### src/rtl/core/cfa_pkg.sv
// ----------------------------------------------------------------------------
// cfa_pkg
// Types and codes shared by the contiguous frame allocator modules.
// ----------------------------------------------------------------------------
package cfa_pkg;

	localparam int FRAME_W = 20;
	localparam int COUNT_W = 11;
	localparam int CFG_W   = 20;
	localparam int INDEX_W = 2;

	typedef enum logic [1:0] {
		MODE_INIT    = 2'd0,
		MODE_ALLOC   = 2'd1,
		MODE_RELEASE = 2'd2,
		MODE_MARK    = 2'd3
	} mode_t;

	typedef enum logic [1:0] {
		STATUS_OK           = 2'd0,
		STATUS_NO_SPACE     = 2'd1,
		STATUS_OUT_OF_RANGE = 2'd2,
		STATUS_NOT_HEAD     = 2'd3
	} status_t;

	typedef enum logic [1:0] {
		S_IDLE,
		S_CLEAR,
		S_WALK,
		S_FILL
	} seq_state_t;

	// Per-frame map codes. The fourth code is never written and reads as used.
	localparam logic [1:0] FS_FREE = 2'b00;
	localparam logic [1:0] FS_USED = 2'b01;
	localparam logic [1:0] FS_HEAD = 2'b11;

	localparam logic [INDEX_W-1:0] REG_BASE_FRAME    = 2'd0;
	localparam logic [INDEX_W-1:0] REG_FRAMES_IN_USE = 2'd1;
	localparam logic [INDEX_W-1:0] REG_RESERVE_FIRST = 2'd2;

	localparam logic [COUNT_W-1:0] RST_FRAMES_IN_USE = 11'd1024;
	localparam logic [COUNT_W-1:0] FREE_MAX          = '1;

	typedef struct packed {
		logic [FRAME_W-1:0] base_frame;
		logic [COUNT_W-1:0] frames_in_use;
		logic               reserve_first_frame;
	} cfg_t;

endpackage

### src/rtl/core/contiguous_frame_allocator_top.sv
// ----------------------------------------------------------------------------
// contiguous_frame_allocator_top
// First-fit contiguous page frame allocator over a two-bit frame state map.
// ----------------------------------------------------------------------------
// A request is taken at a rising clock edge where start is high and busy is
// low, and its one result is shown on result_frame, status and free_frames for
// exactly one cycle while done is high; the receiver cannot stall it, so it
// must capture the result in that cycle. Right after reset the block runs a
// clearing pass that writes every map entry with busy high; configuration
// writes are taken at any time, but should only be made while the block is
// idle. All timing is set by the single map memory, which is visited one
// entry per cycle through its read and write ports. Init runs the same full
// clearing sweep. Allocate scans from pool frame 0 and, when a run is found,
// fills it; when no run fits it reports no space. Release walks the run from
// its head and mark inaccessible walks count frames. Requests rejected by a
// range or count check, and mark with count zero, finish in the cycle after
// they are taken. The next request may be taken in the cycle where done is
// high.
// ----------------------------------------------------------------------------
module contiguous_frame_allocator_top import cfa_pkg::*; #(
	parameter int MAX_FRAMES = 1024
) (
	input  logic                clk,
	input  logic                arst_n,
	input  logic                cfg_wr_en,
	input  logic [INDEX_W-1:0]  cfg_index,
	input  logic [CFG_W-1:0]    cfg_wr_data,
	input  logic                start,
	output logic                busy,
	input  logic [1:0]          mode,
	input  logic [FRAME_W-1:0]  frame_no,
	input  logic [COUNT_W-1:0]  count,
	output logic                done,
	output logic [FRAME_W-1:0]  result_frame,
	output logic [1:0]          status,
	output logic [COUNT_W-1:0]  free_frames
);

	localparam int AW = $clog2(MAX_FRAMES);

	cfg_t          cfg_q;
	logic          mem_we;
	logic [AW-1:0] mem_waddr;
	logic [1:0]    mem_wdata;
	logic [AW-1:0] mem_raddr;
	logic [1:0]    mem_rdata;

	// Configuration registers. Writes to an index past the last register are
	// dropped without effect.
	always_ff @(posedge clk or negedge arst_n) begin
		if (!arst_n) begin
			cfg_q.base_frame          <= '0;
			cfg_q.frames_in_use       <= RST_FRAMES_IN_USE;
			cfg_q.reserve_first_frame <= 1'b1;
		end else if (cfg_wr_en) begin
			unique case (cfg_index)
				REG_BASE_FRAME:    cfg_q.base_frame          <= cfg_wr_data[FRAME_W-1:0];
				REG_FRAMES_IN_USE: cfg_q.frames_in_use       <= cfg_wr_data[COUNT_W-1:0];
				REG_RESERVE_FIRST: cfg_q.reserve_first_frame <= cfg_wr_data[0];
				default: begin
				end
			endcase
		end
	end

	// The sequencer owns the free count and all request handling.
	cfa_ctrl #(
		.MAX_FRAMES (MAX_FRAMES)
	) u_ctrl (
		.clk          (clk),
		.arst_n       (arst_n),
		.cfg          (cfg_q),
		.start        (start),
		.mode         (mode),
		.frame_no     (frame_no),
		.count        (count),
		.busy         (busy),
		.done         (done),
		.result_frame (result_frame),
		.status       (status),
		.free_frames  (free_frames),
		.mem_we       (mem_we),
		.mem_waddr    (mem_waddr),
		.mem_wdata    (mem_wdata),
		.mem_raddr    (mem_raddr),
		.mem_rdata    (mem_rdata)
	);

	// The frame state map, one two-bit entry per frame.
	cfa_frame_map #(
		.MAX_FRAMES (MAX_FRAMES)
	) u_map (
		.clk   (clk),
		.we    (mem_we),
		.waddr (mem_waddr),
		.wdata (mem_wdata),
		.raddr (mem_raddr),
		.rdata (mem_rdata)
	);

endmodule

### src/rtl/core/cfa_frame_map.sv
// ----------------------------------------------------------------------------
// cfa_frame_map
// Frame state memory: one write port, one read port, registered read data.
// ----------------------------------------------------------------------------
module cfa_frame_map #(
	parameter int MAX_FRAMES = 1024
) (
	input  logic                                    clk,
	input  logic                                    we,
	input  logic [$clog2(MAX_FRAMES)-1:0]           waddr,
	input  logic [1:0]                              wdata,
	input  logic [$clog2(MAX_FRAMES)-1:0]           raddr,
	output logic [1:0]                              rdata
);

	logic [1:0] mem_q [MAX_FRAMES];
	logic [1:0] rdata_q;

	always_ff @(posedge clk) begin
		if (we) begin
			mem_q[waddr] <= wdata;
		end
		rdata_q <= mem_q[raddr];
	end

	assign rdata = rdata_q;

endmodule

### src/rtl/core/cfa_ctrl.sv
// ----------------------------------------------------------------------------
// cfa_ctrl
// Request sequencer: clears the map, scans it first-fit, and walks runs for
// release and mark, reading one entry a cycle and writing back behind.
// ----------------------------------------------------------------------------
module cfa_ctrl import cfa_pkg::*; #(
	parameter int MAX_FRAMES = 1024
) (
	input  logic                              clk,
	input  logic                              arst_n,
	input  cfg_t                              cfg,
	input  logic                              start,
	input  logic [1:0]                        mode,
	input  logic [FRAME_W-1:0]                frame_no,
	input  logic [COUNT_W-1:0]                count,
	output logic                              busy,
	output logic                              done,
	output logic [FRAME_W-1:0]                result_frame,
	output logic [1:0]                        status,
	output logic [COUNT_W-1:0]                free_frames,
	output logic                              mem_we,
	output logic [$clog2(MAX_FRAMES)-1:0]     mem_waddr,
	output logic [1:0]                        mem_wdata,
	output logic [$clog2(MAX_FRAMES)-1:0]     mem_raddr,
	input  logic [1:0]                        mem_rdata
);

	localparam int AW = $clog2(MAX_FRAMES);
	localparam int CW = $clog2(MAX_FRAMES + 1);
	localparam int WW = (CW > COUNT_W) ? CW : COUNT_W;
	localparam int DW = FRAME_W + 1;

	seq_state_t         state_q, state_d;
	mode_t              mode_q, mode_d;
	logic [COUNT_W-1:0] cnt_q, cnt_d;
	logic [AW-1:0]      p_q, p_d;
	logic [CW-1:0]      rd_ptr_q, rd_ptr_d;
	logic [CW-1:0]      end_q, end_d;
	logic               vld_s1, vld_d;
	logic [AW-1:0]      addr_s1, addr_d;
	logic [COUNT_W-1:0] run_q, run_d;
	logic [AW-1:0]      start_q, start_d;
	logic [AW-1:0]      fill_ptr_q, fill_ptr_d;
	logic [COUNT_W-1:0] fill_rem_q, fill_rem_d;
	logic [AW-1:0]      clr_ptr_q, clr_ptr_d;
	logic               init_q, init_d;
	logic [COUNT_W-1:0] free_q, free_d;
	logic               done_q, done_d;
	logic [FRAME_W-1:0] result_q, result_d;
	status_t            status_q, status_d;

	logic [WW-1:0]      fiu_w, n_w, cnt_w;
	logic [CW-1:0]      n;
	logic [DW-1:0]      diff, mark_lhs, mark_rhs;
	logic               rel_oor, mark_oor, reserve_now;
	logic [CW-1:0]      p;
	logic               issue, is_free, is_head;
	logic [AW-1:0]      start_sel;

	// Pool size is the smaller of the register and the map depth.
	assign fiu_w = WW'(cfg.frames_in_use);
	assign n_w   = (fiu_w < WW'(MAX_FRAMES)) ? fiu_w : WW'(MAX_FRAMES);
	assign n     = n_w[CW-1:0];
	assign cnt_w = WW'(count);

	assign diff     = {1'b0, frame_no} - {1'b0, cfg.base_frame};
	assign p        = diff[CW-1:0];
	assign rel_oor  = diff[DW-1] || (diff[FRAME_W-1:0] >= FRAME_W'(n));
	assign mark_lhs = {1'b0, frame_no} + DW'(count);
	assign mark_rhs = {1'b0, cfg.base_frame} + DW'(n);
	assign mark_oor = diff[DW-1] || (mark_lhs > mark_rhs);

	assign reserve_now = cfg.reserve_first_frame && (n != '0);

	assign issue     = rd_ptr_q < end_q;
	assign is_free   = mem_rdata == FS_FREE;
	assign is_head   = mem_rdata == FS_HEAD;
	assign start_sel = (run_q == '0) ? addr_s1 : start_q;
	assign mem_raddr = rd_ptr_q[AW-1:0];

	always_comb begin
		state_d    = state_q;
		mode_d     = mode_q;
		cnt_d      = cnt_q;
		p_d        = p_q;
		rd_ptr_d   = rd_ptr_q;
		end_d      = end_q;
		vld_d      = 1'b0;
		addr_d     = addr_s1;
		run_d      = run_q;
		start_d    = start_q;
		fill_ptr_d = fill_ptr_q;
		fill_rem_d = fill_rem_q;
		clr_ptr_d  = clr_ptr_q;
		init_d     = init_q;
		free_d     = free_q;
		done_d     = 1'b0;
		result_d   = result_q;
		status_d   = status_q;
		mem_we     = 1'b0;
		mem_waddr  = addr_s1;
		mem_wdata  = FS_FREE;

		unique case (state_q)
			S_IDLE: begin
				if (start) begin
					mode_d   = mode_t'(mode);
					cnt_d    = count;
					result_d = '0;
					unique case (mode_t'(mode))
						MODE_INIT: begin
							state_d   = S_CLEAR;
							clr_ptr_d = '0;
							init_d    = 1'b1;
						end
						MODE_ALLOC: begin
							if (count == '0 || cnt_w > n_w) begin
								done_d   = 1'b1;
								status_d = STATUS_OUT_OF_RANGE;
							end else if (count > free_q) begin
								done_d   = 1'b1;
								status_d = STATUS_NO_SPACE;
							end else begin
								state_d  = S_WALK;
								rd_ptr_d = '0;
								end_d    = n;
								run_d    = '0;
							end
						end
						MODE_RELEASE: begin
							if (rel_oor) begin
								done_d   = 1'b1;
								status_d = STATUS_OUT_OF_RANGE;
							end else begin
								state_d  = S_WALK;
								rd_ptr_d = p;
								end_d    = n;
								p_d      = p[AW-1:0];
							end
						end
						MODE_MARK: begin
							if (mark_oor) begin
								done_d   = 1'b1;
								status_d = STATUS_OUT_OF_RANGE;
							end else if (count == '0) begin
								done_d   = 1'b1;
								status_d = STATUS_OK;
							end else begin
								state_d  = S_WALK;
								rd_ptr_d = p;
								end_d    = p + CW'(count);
								p_d      = p[AW-1:0];
							end
						end
					endcase
				end
			end

			S_CLEAR: begin
				mem_we    = 1'b1;
				mem_waddr = clr_ptr_q;
				mem_wdata = (clr_ptr_q == '0 && init_q && reserve_now) ? FS_USED : FS_FREE;
				clr_ptr_d = clr_ptr_q + AW'(1);
				if (clr_ptr_q == AW'(MAX_FRAMES - 1)) begin
					state_d = S_IDLE;
					if (init_q) begin
						done_d   = 1'b1;
						status_d = STATUS_OK;
						free_d   = COUNT_W'(n) - (reserve_now ? COUNT_W'(1) : COUNT_W'(0));
					end
				end
			end

			S_WALK: begin
				// Reads run one entry ahead of the write-back, so a write never
				// targets the entry being read in the same cycle.
				if (issue) begin
					rd_ptr_d = rd_ptr_q + CW'(1);
					vld_d    = 1'b1;
					addr_d   = rd_ptr_q[AW-1:0];
				end
				if (vld_s1) begin
					unique case (mode_q)
						MODE_ALLOC: begin
							if (is_free) begin
								start_d = start_sel;
								run_d   = run_q + COUNT_W'(1);
								if (run_q + COUNT_W'(1) == cnt_q) begin
									state_d    = S_FILL;
									fill_ptr_d = start_sel;
									fill_rem_d = cnt_q;
								end
							end else begin
								run_d = '0;
							end
						end
						MODE_RELEASE: begin
							if (addr_s1 == p_q && !is_head) begin
								state_d  = S_IDLE;
								done_d   = 1'b1;
								status_d = STATUS_NOT_HEAD;
							end else if (addr_s1 != p_q && (is_free || is_head)) begin
								state_d  = S_IDLE;
								done_d   = 1'b1;
								status_d = STATUS_OK;
							end else begin
								mem_we    = 1'b1;
								mem_wdata = FS_FREE;
								if (free_q != FREE_MAX) begin
									free_d = free_q + COUNT_W'(1);
								end
							end
						end
						MODE_MARK: begin
							if (is_free) begin
								mem_we    = 1'b1;
								mem_wdata = (addr_s1 == p_q) ? FS_HEAD : FS_USED;
								if (free_q != '0) begin
									free_d = free_q - COUNT_W'(1);
								end
							end
						end
						MODE_INIT: begin
						end
					endcase
				end else if (!issue) begin
					state_d  = S_IDLE;
					done_d   = 1'b1;
					status_d = (mode_q == MODE_ALLOC) ? STATUS_NO_SPACE : STATUS_OK;
				end
			end

			S_FILL: begin
				mem_we     = 1'b1;
				mem_waddr  = fill_ptr_q;
				mem_wdata  = (fill_ptr_q == start_q) ? FS_HEAD : FS_USED;
				fill_ptr_d = fill_ptr_q + AW'(1);
				fill_rem_d = fill_rem_q - COUNT_W'(1);
				if (fill_rem_q == COUNT_W'(1)) begin
					state_d  = S_IDLE;
					done_d   = 1'b1;
					status_d = STATUS_OK;
					result_d = cfg.base_frame + FRAME_W'(start_q);
					free_d   = free_q - cnt_q;
				end
			end
		endcase
	end

	always_ff @(posedge clk or negedge arst_n) begin
		if (!arst_n) begin
			state_q    <= S_CLEAR;
			mode_q     <= MODE_INIT;
			cnt_q      <= '0;
			p_q        <= '0;
			rd_ptr_q   <= '0;
			end_q      <= '0;
			vld_s1     <= 1'b0;
			addr_s1    <= '0;
			run_q      <= '0;
			start_q    <= '0;
			fill_ptr_q <= '0;
			fill_rem_q <= '0;
			clr_ptr_q  <= '0;
			init_q     <= 1'b0;
			free_q     <= '0;
			done_q     <= 1'b0;
		end else begin
			state_q    <= state_d;
			mode_q     <= mode_d;
			cnt_q      <= cnt_d;
			p_q        <= p_d;
			rd_ptr_q   <= rd_ptr_d;
			end_q      <= end_d;
			vld_s1     <= vld_d;
			addr_s1    <= addr_d;
			run_q      <= run_d;
			start_q    <= start_d;
			fill_ptr_q <= fill_ptr_d;
			fill_rem_q <= fill_rem_d;
			clr_ptr_q  <= clr_ptr_d;
			init_q     <= init_d;
			free_q     <= free_d;
			done_q     <= done_d;
		end
	end

	always_ff @(posedge clk) begin
		result_q <= result_d;
		status_q <= status_d;
	end

	assign busy         = state_q != S_IDLE;
	assign done         = done_q;
	assign result_frame = result_q;
	assign status       = status_q;
	assign free_frames  = free_q;

endmodule

### config.mk
export PLATFORM = sky130hd
export DESIGN_NAME = contiguous_frame_allocator_top
export DESIGN_NICKNAME = d
export VERILOG_FILES = /design/src/rtl/core/cfa_pkg.sv /design/src/rtl/core/contiguous_frame_allocator_top.sv /design/src/rtl/core/cfa_frame_map.sv /design/src/rtl/core/cfa_ctrl.sv
export SDC_FILE = /design/constraint.sdc
export NUM_CORES = 2
export LEC_CHECK = 0
export BUFFER_PORTS_ARGS = -buffer_cell sky130_fd_sc_hd__buf_2
export CORE_ASPECT_RATIO = 0.7
export CORE_UTILIZATION = 35
export DETAILED_ROUTE_END_ITERATION = 16
export SYNTH_ARGS = -nofsm -noshare
export SYNTH_HDL_FRONTEND = slang
export SYNTH_SLANG_ARGS = --single-unit
export TNS_END_PERCENT = 100
### constraint.sdc
create_clock -name clk -period 31.5 [get_ports clk]
set_input_delay 3.15 -clock clk [delete_from_list [all_inputs] [get_ports clk]]
set_output_delay 3.15 -clock clk [all_outputs]
set_load 0.02 [all_outputs]
==> run summary <==
dominant register cell in the synthesized netlist: sky130_fd_sc_hd__edfxtp_1
post-synthesis share of cell area spent on xor and xnor gates: 1.08%
uppermost metal layer occupied by signal nets: met5
average cell area after synthesis: 16.1 sq um
via/cell ratio: 5.67
largest family of logic cells by synthesized area: multiplexers
TritonCTS Buffers: 205
instance count of the mapped netlist: 6075
unrepaired setup endpoints after global routing: no
initial antenna violation count: 22
starting density of the core: 35.4%
Reg clk slew, reported paths: 0.07 ns
Post-CTS Setup Bufs: 0
Clock Latency Late Sink: 0.88 ns
crit path cell chain: buf_2 > ha_1 > a21o_1 > a21oi_1 > o21bai_1 > a21oi_1 > nor2b_1 > o21a_1 > o31a_1 > o41ai_1 > nor3b_1 > xor2_1 > ha_1 > nand4_1 > or4_1 > o32a_1 > a22oi_1 > o221a_2 > a31oi_1 > a21o_1 > a221o_1
share of synthesized cell area in and, or, nand and nor gates: 7.46%
headroom to the max-slew limit: 16.9%
Final HPWL DP: 158000 microns
count of different cell masters after synthesis: 83
fraction of registers with async set or reset after synthesis: 6.96%
floorplan die height: 444 microns
P_leak: 0.0343 uW
die area: 281000 sq um
clock root cell: sky130_fd_sc_hd__clkbuf_16
top cells by area in the synthesized netlist: sky130_fd_sc_hd__edfxtp_1, sky130_fd_sc_hd__mux4_2, sky130_fd_sc_hd__nor2_1, sky130_fd_sc_hd__dfrtp_1, sky130_fd_sc_hd__ha_1
Residual DRC: 0
number of pins with negative max-slew slack in the final report: 0
post-cts resize count: 0
clock skew after layout: 0.0628 ns
wire length of the first global-routing pass: 391000 microns
vias in the first global route: 55200
fin crit period: 8.73 ns
worst hold path class: flop to flop
horizontal die dimension: 634 microns
synthesized cell area: 97700 sq um
sequential fraction of the synthesis area: 67.6%
CP Capture Type: flop
DR iter-0 viols: 7328
overall routed net length: 269000 microns
Filler Cell Count: 25100
library cell occupying the most area in the post-synthesis netlist: sky130_fd_sc_hd__edfxtp_1
count of buffers from port buffering: 93
Critical Setup Path Class: input pin to flop
setup_tns: 0 ns
max-capacitance violation count: 0
Final Wtd Congestion: 0.913
total routed wire length on the met1 layer: 119000 microns
Antenna Violating Nets Remaining: 0
compound-cell area share of the yosys netlist: 3.63%
routed wire length on met3: 29100 microns
share of the core filled with cells: 39.5%
worst ir drop on vdd: 0.0606 mV
GRT Util Overall: 18.8%
max frequency: 0.115 GHz
number of sinks handled by clock tree synthesis: 2227
run status: complete, no violations
maximum level of the CTS H-tree: 4
pwr/cell area: 80.2 nW/um^2
top-count cell post-synth: sky130_fd_sc_hd__edfxtp_1
Worst path slowest cell: sky130_fd_sc_hd__o41ai_1
number of synthesized flops with an enable pin: 2070
quantity of hold-fixing buffers added after cts: 0
core outline area: 276000 sq um
layout-stage area growth over the synthesis result: 11.6%
standard-cell row count: 161
fraction of final layout cells with drive strength greater than 1: 20.3%
area fraction of the dominant cell type after synthesis: 63.6%
count of buffer and inverter cells on the critical path: 1
Crit path arrival time: 9.44 ns
flip-flop and latch count after synthesis: 2227
Hold Violations, Final: 0
Worst setup SP type: input pin
Ports: 94
slew at the pin closest to its max-slew limit: 1.24 ns
gr ovfl total: 0
Slowest Stage Delay on Critical Path: 0.93 ns
most instantiated cells after synthesis: sky130_fd_sc_hd__edfxtp_1, sky130_fd_sc_hd__nor2_1, sky130_fd_sc_hd__mux4_2
Setup Viol. Count Final: 0
fraction of the mapped netlist area in adder cells: 2.04%
number of buffers on the longest clock path: 4
Worst Path Required: 32.21 ns
count of vias placed by the detailed router: 56200
drt pass-1 iters: 6
CTS tree: built
fraction of synthesized area in multiplexers: 15.9%
pin count of the biggest net entering global routing: 247
wire length per cell after detailed routing: 27.1 microns
cell type group with the largest total delay on the critical path: compound AO/OA/AOI/OAI gates
part of the cycle the worst path needs: 27.7%
post-synthesis net count: 6288
NumNets Final: 6307
critical path fanouts, max: 12
count of yosys warnings during synthesis: 0
routed wire length on met2: 116000 microns
-- worst min-delay path, cell delays in order (launching register included) --
cell,delay [ns]
sky130_fd_sc_hd__dfrtp_1,0.34
sky130_fd_sc_hd__nand2_1,0.05
sky130_fd_sc_hd__o21ai_0,0.07
-- area by class of cell --
class,count,area (sq um),share of cell area (%)
Sequential cell,2227,66100,60.6
Timing Repair Buffer,227,1580,1.45
Clock buffer,254,5400,4.95
Clock inverter,112,1230,1.13
Antenna cell,5,12.5,0.0115
Tap cell,3667,4590,4.21
Inverter,124,465,0.427
Multi-Input combinational cell,3309,29700,27.2
-- cell families (layout without fill, tap and decap cells) --
group / Yosys count / count (layout)
AOI/OAI and AO/OA: 554 / 554
xor gates and xnor gates: 120 / 120
adders and majority gates: 157 / 157
buffers and inverters: 539 / 717
DFF: 2227 / 2227
muxes: 734 / 734
other: 0 / 5
and+or+nand+nor: 1744 / 1744
-- where the power goes --
part	switching (uW)	total [uW]	internal, uW	leakage, uW
sequential	163	3540	3380	0.0211
combinational	1550	2660	1110	0.00994
clock	1120	2540	1420	0.00324
total	2830	8740	5910	0.0343
-- worst paths after layout --
check                           slack [ns]  cells past startpoint            start             endpoint
worst max-delay path                 22.77                     21         count[1]   u_ctrl.rd_ptr_q[7]
max in group asynchronous            27.58                      2           arst_n   u_ctrl.rd_ptr_q[2]
min in group asynchronous             2.41                      1           arst_n            cfg_q[27]
worst min register to register        0.50                      2  u_ctrl.end_q[2]      u_ctrl.end_q[2]
worst max register to register       23.98                     12        cfg_q[11]  u_map.mem_q[261][0]
worst min-delay path                  0.50                      2  u_ctrl.end_q[2]      u_ctrl.end_q[2]
-- sequential cells by signal (all words and copies together) (netlist names), 2 cells and up --
name,count
u_ctrl.p_q,10
u_ctrl.status,2
u_ctrl.free_frames,11
u_ctrl.cnt_q,11
u_ctrl.start_q,10
u_ctrl.fill_rem_q,11
u_ctrl.fill_ptr_q,10
u_ctrl.clr_ptr_q,10
u_ctrl.run_q,11
u_ctrl.addr_s1,10
u_map.rdata,2
u_ctrl.result_frame,20
u_ctrl.rd_ptr_q,11
u_map.mem_q,2048
u_ctrl.mode_q,2
u_ctrl.end_q,11
u_ctrl.state_q,2
cfg_q,32
-- cells in the final DEF (no fill, tap or decap), drive strengths merged, types with 10 or more instances in the layout --
cell type,count
ha,149
nor2,1163
nand3,108
o211ai,15
nor4,24
o31ai,23
mux2,36
nor3,45
and3,24
o21a,27
dfrtp,152
a21o,30
xnor2,83
nor2b,23
inv,129
o22ai,19
buf,227
a31oi,14
a21oi,139
nand2b,18
bufinv,25
o21ai,147
or2,13
a211oi,34
nand4,32
clkinv,75
and2,12
mux2i,44
clkbuf,254
a22oi,11
a22o,15
nand2,235
mux4,654
o21bai,12
or3,10
xor2,37
edfxtp,2070
-- metal layers --
layer | global-route usage (%) | up-vias
li1 | - | 23600
met1 | 29.1 | 29500
met2 | 27.1 | 2807
met3 | 4.58 | 307
met4 | 3.33 | 4
met5 | 0 | -
-- per-stage QoR --
stage | std cells | power [uW] | setup WS [ns] | hold WS [ns] | area (sq um)
3_3_place_gp | 9554 | 6230 | 21.95 | 0.473 | 102000
5_1_grt | 9923 | 9080 | 22.27 | 0.518 | 109000
6_report | 9925 | 8740 | 22.77 | 0.499 | 109000
2_1_floorplan | 6075 | 5450 | 1.39 | 0.449 | 97700
3_5_place_dp | 9554 | 6250 | 21.95 | 0.481 | 102000
4_1_cts | 9920 | 8770 | 22.80 | 0.495 | 109000
Power figures use the tool's default switching activity.
